===== src/rtl/pal_pkg.sv =====
package pal_pkg;

   // Request codes.
   localparam logic [1:0] MODE_READ   = 2'd0;
   localparam logic [1:0] MODE_INSERT = 2'd1;
   localparam logic [1:0] MODE_REMOVE = 2'd2;

   // Result status codes.
   localparam logic [1:0] STAT_DONE    = 2'd0;
   localparam logic [1:0] STAT_FULL    = 2'd1;
   localparam logic [1:0] STAT_BAD_POS = 2'd2;

   localparam int unsigned POS_W   = 5;
   localparam int unsigned VALUE_W = 32;
   localparam int unsigned COUNT_W = 5;

   typedef enum logic [1:0] {
      ST_IDLE,
      ST_SHIFT_UP,
      ST_SHIFT_DOWN,
      ST_FINISH
   } state_type;

endpackage


===== src/rtl/pal_req_if.sv =====
interface pal_req_if;
   logic                                 valid;
   logic                                 ready;
   logic [1:0]                           mode;
   logic [pal_pkg::POS_W-1:0]            position;
   logic signed [pal_pkg::VALUE_W-1:0]   value;

   modport source (output valid, output mode, output position, output value, input ready);
   modport sink   (input valid, input mode, input position, input value, output ready);
endinterface


===== src/rtl/pal_rsp_if.sv =====
interface pal_rsp_if;
   logic                                 valid;
   logic                                 ready;
   logic [1:0]                           status;
   logic signed [pal_pkg::VALUE_W-1:0]   read_value;
   logic [pal_pkg::COUNT_W-1:0]          count;
   logic                                 is_empty;
   logic                                 is_full;

   modport source (output valid, output status, output read_value, output count,
                   output is_empty, output is_full, input ready);
   modport sink   (input valid, input status, input read_value, input count,
                   input is_empty, input is_full, output ready);
endinterface


===== src/rtl/positional_array_list.sv =====
// Ordered list of up to DEPTH signed 32-bit values held packed in one single-port-write,
// one-read synchronous memory. A read passes the memory read register and then the result
// register. An insert at position p with n entries moves the n - p entries from p up by one
// place, and a remove moves the n - p - 1 entries above p down by one place: each cycle the
// memory reads one entry and writes back the entry read the cycle before. One request is in
// work at a time; the result sits in an output register, so a new request is taken while the
// previous result waits for its transfer. Refused requests (full on insert, bad position,
// unused mode) leave the list unchanged. The count output carries the low 5 bits of the
// entry count.
module positional_array_list #(
   parameter int unsigned DEPTH = 16
) (
   input  logic        clock,
   input  logic        reset,
   pal_req_if.sink     req_ch,
   pal_rsp_if.source   rsp_ch
);

   localparam int unsigned AW = (DEPTH > 1) ? $clog2(DEPTH) : 1;
   localparam int unsigned CW = $clog2(DEPTH + 1);
   localparam int unsigned MW = (CW > pal_pkg::POS_W) ? CW : pal_pkg::POS_W;

   pal_pkg::state_type state_ff, state_in;

   logic [CW-1:0]                       count_ff, count_in;
   logic [1:0]                          op_ff, op_in;
   logic [1:0]                          status_ff, status_in;
   logic [AW-1:0]                       pos_ff, pos_in;
   logic [AW-1:0]                       addr_ff, addr_in;
   logic [AW-1:0]                       last_ff, last_in;
   logic signed [pal_pkg::VALUE_W-1:0]  val_ff, val_in;

   logic                                rsp_valid_ff, rsp_valid_in;
   logic [1:0]                          rsp_status_ff, rsp_status_in;
   logic signed [pal_pkg::VALUE_W-1:0]  rsp_value_ff, rsp_value_in;
   logic [pal_pkg::COUNT_W-1:0]         rsp_count_ff, rsp_count_in;
   logic                                rsp_empty_ff, rsp_empty_in;
   logic                                rsp_full_ff, rsp_full_in;

   // Memory ports.
   logic signed [pal_pkg::VALUE_W-1:0]  entries_ff [DEPTH];
   logic signed [pal_pkg::VALUE_W-1:0]  rd_data_ff;
   logic                                rd_en, wr_en;
   logic [AW-1:0]                       rd_addr, wr_addr;
   logic signed [pal_pkg::VALUE_W-1:0]  wr_data;

   logic          req_fire, slot_free;
   logic [MW-1:0] pos_w, cnt_w;
   logic [AW-1:0] pos_idx, cnt_m1_idx;
   logic [CW-1:0] cnt_m1;

   assign req_fire  = req_ch.valid && req_ch.ready;
   assign slot_free = !rsp_valid_ff || rsp_ch.ready;
   assign pos_w     = MW'(req_ch.position);
   assign cnt_w     = MW'(count_ff);
   assign pos_idx   = pos_w[AW-1:0];
   assign cnt_m1    = count_ff - CW'(1);
   assign cnt_m1_idx = cnt_m1[AW-1:0];

   assign req_ch.ready = (state_ff == pal_pkg::ST_IDLE);

   always_ff @(posedge clock) begin
      if (wr_en) begin
         entries_ff[wr_addr] <= wr_data;
      end
      if (rd_en) begin
         rd_data_ff <= entries_ff[rd_addr];
      end
   end

   always_comb begin
      logic [CW-1:0] cnt_new;
      cnt_new       = count_ff;
      state_in      = state_ff;
      count_in      = count_ff;
      op_in         = op_ff;
      status_in     = status_ff;
      pos_in        = pos_ff;
      addr_in       = addr_ff;
      last_in       = last_ff;
      val_in        = val_ff;
      rsp_valid_in  = rsp_valid_ff && !rsp_ch.ready;
      rsp_status_in = rsp_status_ff;
      rsp_value_in  = rsp_value_ff;
      rsp_count_in  = rsp_count_ff;
      rsp_empty_in  = rsp_empty_ff;
      rsp_full_in   = rsp_full_ff;
      rd_en         = 1'b0;
      rd_addr       = addr_ff;
      wr_en         = 1'b0;
      wr_addr       = addr_ff;
      wr_data       = rd_data_ff;

      case (state_ff)
         pal_pkg::ST_IDLE: begin
            if (req_fire) begin
               op_in     = req_ch.mode;
               pos_in    = pos_idx;
               val_in    = req_ch.value;
               status_in = pal_pkg::STAT_BAD_POS;
               state_in  = pal_pkg::ST_FINISH;
               case (req_ch.mode)
                  pal_pkg::MODE_READ: begin
                     if (pos_w < cnt_w) begin
                        status_in = pal_pkg::STAT_DONE;
                        rd_en     = 1'b1;
                        rd_addr   = pos_idx;
                     end
                  end
                  pal_pkg::MODE_INSERT: begin
                     if (count_ff == CW'(DEPTH)) begin
                        status_in = pal_pkg::STAT_FULL;
                     end else if (pos_w <= cnt_w) begin
                        status_in = pal_pkg::STAT_DONE;
                        if (pos_w < cnt_w) begin
                           // Move entries up starting from the last one.
                           rd_en    = 1'b1;
                           rd_addr  = cnt_m1_idx;
                           addr_in  = cnt_m1_idx;
                           state_in = pal_pkg::ST_SHIFT_UP;
                        end
                     end
                  end
                  pal_pkg::MODE_REMOVE: begin
                     if (pos_w < cnt_w) begin
                        status_in = pal_pkg::STAT_DONE;
                        if ((pos_w + MW'(1)) < cnt_w) begin
                           rd_en    = 1'b1;
                           rd_addr  = pos_idx + AW'(1);
                           addr_in  = pos_idx + AW'(1);
                           last_in  = cnt_m1_idx;
                           state_in = pal_pkg::ST_SHIFT_DOWN;
                        end
                     end
                  end
                  default: begin
                     status_in = pal_pkg::STAT_BAD_POS;
                  end
               endcase
            end
         end
         pal_pkg::ST_SHIFT_UP: begin
            // The entry read last cycle lands one place higher.
            wr_en   = 1'b1;
            wr_addr = addr_ff + AW'(1);
            if (addr_ff == pos_ff) begin
               state_in = pal_pkg::ST_FINISH;
            end else begin
               rd_en   = 1'b1;
               rd_addr = addr_ff - AW'(1);
               addr_in = addr_ff - AW'(1);
            end
         end
         pal_pkg::ST_SHIFT_DOWN: begin
            wr_en   = 1'b1;
            wr_addr = addr_ff - AW'(1);
            if (addr_ff == last_ff) begin
               state_in = pal_pkg::ST_FINISH;
            end else begin
               rd_en   = 1'b1;
               rd_addr = addr_ff + AW'(1);
               addr_in = addr_ff + AW'(1);
            end
         end
         pal_pkg::ST_FINISH: begin
            if (status_ff == pal_pkg::STAT_DONE && op_ff == pal_pkg::MODE_INSERT) begin
               cnt_new = count_ff + CW'(1);
            end else if (status_ff == pal_pkg::STAT_DONE && op_ff == pal_pkg::MODE_REMOVE) begin
               cnt_new = cnt_m1;
            end
            if (slot_free) begin
               if (status_ff == pal_pkg::STAT_DONE && op_ff == pal_pkg::MODE_INSERT) begin
                  wr_en   = 1'b1;
                  wr_addr = pos_ff;
                  wr_data = val_ff;
               end
               count_in      = cnt_new;
               rsp_valid_in  = 1'b1;
               rsp_status_in = status_ff;
               rsp_value_in  = (status_ff == pal_pkg::STAT_DONE && op_ff == pal_pkg::MODE_READ)
                               ? rd_data_ff : '0;
               rsp_count_in  = pal_pkg::COUNT_W'(cnt_new);
               rsp_empty_in  = (cnt_new == '0);
               rsp_full_in   = (cnt_new == CW'(DEPTH));
               state_in      = pal_pkg::ST_IDLE;
            end
         end
         default: begin
            state_in = pal_pkg::ST_IDLE;
         end
      endcase
   end

   always_ff @(posedge clock) begin
      if (reset) begin
         state_ff     <= pal_pkg::ST_IDLE;
         count_ff     <= '0;
         rsp_valid_ff <= 1'b0;
      end else begin
         state_ff     <= state_in;
         count_ff     <= count_in;
         rsp_valid_ff <= rsp_valid_in;
      end
   end

   always_ff @(posedge clock) begin
      op_ff         <= op_in;
      status_ff     <= status_in;
      pos_ff        <= pos_in;
      addr_ff       <= addr_in;
      last_ff       <= last_in;
      val_ff        <= val_in;
      rsp_status_ff <= rsp_status_in;
      rsp_value_ff  <= rsp_value_in;
      rsp_count_ff  <= rsp_count_in;
      rsp_empty_ff  <= rsp_empty_in;
      rsp_full_ff   <= rsp_full_in;
   end

   assign rsp_ch.valid      = rsp_valid_ff;
   assign rsp_ch.status     = rsp_status_ff;
   assign rsp_ch.read_value = rsp_value_ff;
   assign rsp_ch.count      = rsp_count_ff;
   assign rsp_ch.is_empty   = rsp_empty_ff;
   assign rsp_ch.is_full    = rsp_full_ff;

   a_count_bounded: assert property (@(posedge clock) disable iff (reset)
      count_ff <= CW'(DEPTH))
      else $error("entry count exceeds depth");

   a_count_moves_at_finish: assert property (@(posedge clock) disable iff (reset)
      ($past(!reset) && count_ff != $past(count_ff)) |-> $past(state_ff == pal_pkg::ST_FINISH))
      else $error("entry count changed outside the finish step");

   a_refused_keeps_count: assert property (@(posedge clock) disable iff (reset)
      (state_ff == pal_pkg::ST_FINISH && status_ff != pal_pkg::STAT_DONE)
      |=> count_ff == $past(count_ff))
      else $error("refused request changed the entry count");

   a_shift_up_bounded: assert property (@(posedge clock) disable iff (reset)
      state_ff == pal_pkg::ST_SHIFT_UP |-> addr_ff >= pos_ff)
      else $error("upward move ran below the insert position");

   a_finish_loads_result: assert property (@(posedge clock) disable iff (reset)
      (state_ff == pal_pkg::ST_FINISH && slot_free) |=> rsp_valid_ff)
      else $error("finished request produced no result");

endmodule

===== src/flat_wrapper.sv =====
// flat-port wrapper written by rule: the top's interface ports become plain ports
module positional_array_list_flat 
#(
   parameter int unsigned DEPTH = 16
)
  (clock, reset, req_ch_valid, req_ch_mode, req_ch_position, req_ch_value, req_ch_ready, rsp_ch_valid, rsp_ch_status, rsp_ch_read_value, rsp_ch_count, rsp_ch_is_empty, rsp_ch_is_full, rsp_ch_ready);
  pal_req_if req_ch_i ();
  pal_rsp_if rsp_ch_i ();
  input  logic clock;
  input  logic reset;
  input wire logic [$bits(req_ch_i.valid)-1:0] req_ch_valid;
  input wire logic [$bits(req_ch_i.mode)-1:0] req_ch_mode;
  input wire logic [$bits(req_ch_i.position)-1:0] req_ch_position;
  input wire logic [$bits(req_ch_i.value)-1:0] req_ch_value;
  output wire logic [$bits(req_ch_i.ready)-1:0] req_ch_ready;
  output wire logic [$bits(rsp_ch_i.valid)-1:0] rsp_ch_valid;
  output wire logic [$bits(rsp_ch_i.status)-1:0] rsp_ch_status;
  output wire logic [$bits(rsp_ch_i.read_value)-1:0] rsp_ch_read_value;
  output wire logic [$bits(rsp_ch_i.count)-1:0] rsp_ch_count;
  output wire logic [$bits(rsp_ch_i.is_empty)-1:0] rsp_ch_is_empty;
  output wire logic [$bits(rsp_ch_i.is_full)-1:0] rsp_ch_is_full;
  input wire logic [$bits(rsp_ch_i.ready)-1:0] rsp_ch_ready;
  assign req_ch_i.valid = req_ch_valid;
  assign req_ch_i.mode = req_ch_mode;
  assign req_ch_i.position = req_ch_position;
  assign req_ch_i.value = req_ch_value;
  assign req_ch_ready = req_ch_i.ready;
  assign rsp_ch_valid = rsp_ch_i.valid;
  assign rsp_ch_status = rsp_ch_i.status;
  assign rsp_ch_read_value = rsp_ch_i.read_value;
  assign rsp_ch_count = rsp_ch_i.count;
  assign rsp_ch_is_empty = rsp_ch_i.is_empty;
  assign rsp_ch_is_full = rsp_ch_i.is_full;
  assign rsp_ch_i.ready = rsp_ch_ready;
  positional_array_list #(.DEPTH(DEPTH)) u_core (.clock(clock), .reset(reset), .req_ch(req_ch_i), .rsp_ch(rsp_ch_i));
endmodule

===== config.mk =====
export PLATFORM = sky130hd
export DESIGN_NAME = positional_array_list_flat
export DESIGN_NICKNAME = d
export VERILOG_FILES = /design/src/rtl/pal_pkg.sv /design/src/rtl/pal_req_if.sv /design/src/rtl/pal_rsp_if.sv /design/src/rtl/positional_array_list.sv /design/src/flat_wrapper.sv
export SDC_FILE = /design/constraint.sdc
export NUM_CORES = 1
export LEC_CHECK = 0
export ABC_AREA = 1
export BUFFER_PORTS_ARGS = -buffer_cell sky130_fd_sc_hd__buf_2
export CORE_ASPECT_RATIO = 0.75
export CORE_MARGIN = 2
export CORE_UTILIZATION = 25
export DETAILED_ROUTE_END_ITERATION = 10
export GPL_TIMING_DRIVEN = 0
export PLACE_DENSITY = 0.47
export SLEW_MARGIN = 20
export SYNTH_ARGS = -nofsm -noshare
export SYNTH_HDL_FRONTEND = slang
export SYNTH_SLANG_ARGS = --single-unit

===== constraint.sdc =====
create_clock -name clock -period 7.9 [get_ports clock]
set_clock_uncertainty 0.15 [all_clocks]
set_input_delay 1.185 -clock clock [delete_from_list [all_inputs] [get_ports clock]]
set_output_delay 1.185 -clock clock [all_outputs]
set_load 0.01 [all_outputs]

==> results_dict.tcl <==
set metrics [dict create \
    status "finished, final reports clean" \
    yosys_warnings 0 \
    synth_mux_area_share_pct 0 \
    holdBufCountCts 0 \
    syn_area_per_cell_sq_um 10.7 \
    synth_xor_area_share_pct 0.615 \
    startpoint_type "input pin" \
    die_y_um 296 \
    dieArea_sq_mm 0.117 \
    cts_made_buffers 67 \
    gp_congestion 0.862 \
    grt_overflow 0 \
    synth_top_family_by_area "simple AND/OR/NAND/NOR gates" \
    io_buffers 84 \
    path_clk_slew_ps 60 \
    clk_latency_ps 640 \
    synthAdderAreaFrac_pct 1.05 \
    dr.pass1.iters 7 \
    ys.flop_type "edfxtp_1" \
    finalHoldViolations 0 \
    wl_per_cell_um 20.9 \
    worst_slack_ps 3460 \
    fmax_mhz 225 \
    period_share_pct 56.1 \
    clockBufferDepth 3 \
    yosysSeqAreaShare_pct 67.3 \
    cp-end-kind "register" \
    synth_compound_area_share_pct 2.29 \
    async_flop_share_pct 0 \
    area_delta_synth_final_pct 19.1 \
    num_io_pins 86 \
    drv_cap 0 \
    cts.sinks 641 \
    worst_slew_pin_slew_ps 1100 \
    hold_path_class "register to register" \
    cts_tree "yes" \
    track_usage_pct 15.7 \
    drcViolationCount 0 \
    drt-vias-per-instance 4.48 \
    drt-total-wl_mm 92.1 \
    first_global_vias 18600 \
    grt_start_max_net_pins 25 \
    synth_top_area_cell "edfxtp_1" \
    rsz0062_at_grt "false" \
    die_width_um 394 \
    report.final.slew_viol_count 0 \
    ant_nets 0 \
    initialDrtViolationCount 2047 \
    post-place-ws_ps 2860 \
    final_layout_size_suffix_gt1_share_pct 13.7 \
    required_ps 8130 \
    crit_fanout 10 \
    antenna_found_initial 0 \
    grt_first_pass_wirelength_mm 132 \
    crit_arrival_ps 4660 \
    vias 19800 \
    coreArea_sq_mm 0.113 \
    syn-instance-count 2650 \
    slew_headroom_pct 26.4 \
    yosys-top-cells-area "edfxtp_1 67%, nand3_1 11%, nand2_1 7.1%, inv_1 5.3%, buf_2 1.6%" \
    synth_top_area_share_pct 66.7 \
    post_cts_resized 0 \
    antenna_cells 0 \
    netlist_area_sq_mm 0.0285 \
    synth-edff-count 633 \
    worstSetupPathType "input pin to register" \
    hpwl_mm 64.7 \
    clock-root-buffer "clkbuf_16" \
    start_util_pct 25.1 \
    synth-seq-cells 641 \
    h-tree-depth 3 \
    postCtsSetupBuffers 0 \
    nets 2910 \
    core.rowCount 107 \
    finalCriticalPeriod_ps 4440 \
    synth-simple-area-share_pct 20.7 \
    yosysUniqueCellTypes 44 \
    setup_viol 0 \
    synth_nets 2717 \
]
metrics by stage:
step | utilization [%] | setup TNS [ps] | hold WS (ps) | instance area, sq um | instances
2_1_floorplan | - | 0 | 277 | 28500 | 2650
3_3_place_gp | 27.2 | -2527810 | 294 | 30800 | 4260
3_5_place_dp | 28.1 | 0 | 304 | 31800 | 4300
4_1_cts | 30.0 | 0 | 318 | 33900 | 4418
5_1_grt | 30.0 | 0 | 341 | 33900 | 4418
6_report | 30.0 | 0 | 314 | 33900 | 4418
layout make-up:
| type | instances | area [sq um] |
|---|---|---|
| fillers | 11700 | 79300 |
| flip-flops and latches | 641 | 19200 |
| multi-input cells | 1449 | 7260 |
| well taps | 1526 | 1910 |
| clock buffers | 86 | 1750 |
| inverters | 412 | 1550 |
| repair buffers | 124 | 1200 |
| plain buffers | 148 | 758 |
| clock inverters | 32 | 342 |
critical path, stage by stage:
cell and delay, ps:
buf_2 140, ha_1 230, nand3_1 100, xor2_1 140, inv_1 50, ha_1 280, a21oi_1 240, nand3_1 160
nor2_1 150, nand2_1 130, inv_2 90, a22oi_2 70, nand2_1 100, o21ai_2 90, a21oi_4 450, buf_2 410
nand3_1 260, nand3_1 250, nand2_1 120
synth_stat cells (all sizes together), types with 6 or more instances:
cell type / number
ha: 24
xor2: 17
nand3b: 55
inv: 410
nand2: 542
edfxtp: 633
buf: 109
o21ai: 66
a21oi: 20
nor2: 88
clkbuf: 39
dfxtp: 8
nand4: 6
nand3: 600
cell families after synthesis:
| kind of cell | after synthesis |
|---|---|
| compound gates | 111 |
| xor+xnor | 20 |
| fa+ha+maj | 24 |
| buf+inv | 560 |
| flops | 641 |
| simple gates | 1294 |
final timing paths:
kind | end | from | cells after the start | slack (ps)
setup reg to reg | u_core.entries_ff[5][30]$_DFFE_PP_ | u_core.state_ff[0]$_SDFFE_PP0P_ | 10 | 3580
hold / removal | u_core.rsp_ch.status[1]$_DFFE_PP_ | u_core.status_ff[1]$_DFFE_PP_ | 0 | 310
setup / recovery | u_core.rd_data_ff[10]$_DFFE_PP_ | req_ch_position[0] | 19 | 3460
hold reg to reg | u_core.rsp_ch.status[1]$_DFFE_PP_ | u_core.status_ff[1]$_DFFE_PP_ | 0 | 310
per-layer routing:
metal,up-vias,GRT usage (%),part of all wire (%)
li1,9365,-,-
met1,9568,24.1,50
met2,757,22.0,40
met3,109,3.27,7.8
met4,0,4.10,2.3
met5,-,0,0
placed cells by master (no fill, tap or decap), types with 25 or more instances in the layout:
cell type | Yosys | final
edfxtp_1 | 633 | 633
clkbuf_16 | 0 | 67
o21ai_2 | 4 | 33
nand2_1 | 538 | 538
clkbuf_1 | 39 | 57
nor2_1 | 84 | 67
buf_2 | 92 | 176
nand3b_1 | 55 | 55
inv_1 | 405 | 404
o21ai_0 | 57 | 25
nand3_1 | 598 | 598
registers in the layout, summed over array words and instances (netlist names):
| signal | count |
|---|---|
| u_core.addr_ff | 4 |
| u_core.cnt_w | 5 |
| u_core.entries_ff | 512 |
| u_core.last_ff | 4 |
| u_core.op_ff | 2 |
| u_core.pos_ff | 4 |
| u_core.rd_data_ff | 32 |
| u_core.rsp_ch.count | 5 |
| u_core.rsp_ch.is_empty | 1 |
| u_core.rsp_ch.is_full | 1 |
| u_core.rsp_ch.read_value | 32 |
| u_core.rsp_ch.status | 2 |
| u_core.rsp_ch.valid | 1 |
| u_core.state_ff | 2 |
| u_core.status_ff | 2 |
| u_core.val_ff | 32 |
Power is not shown: default switching activity piles up to over one toggle a cycle in this logic, so the estimate is an artifact.
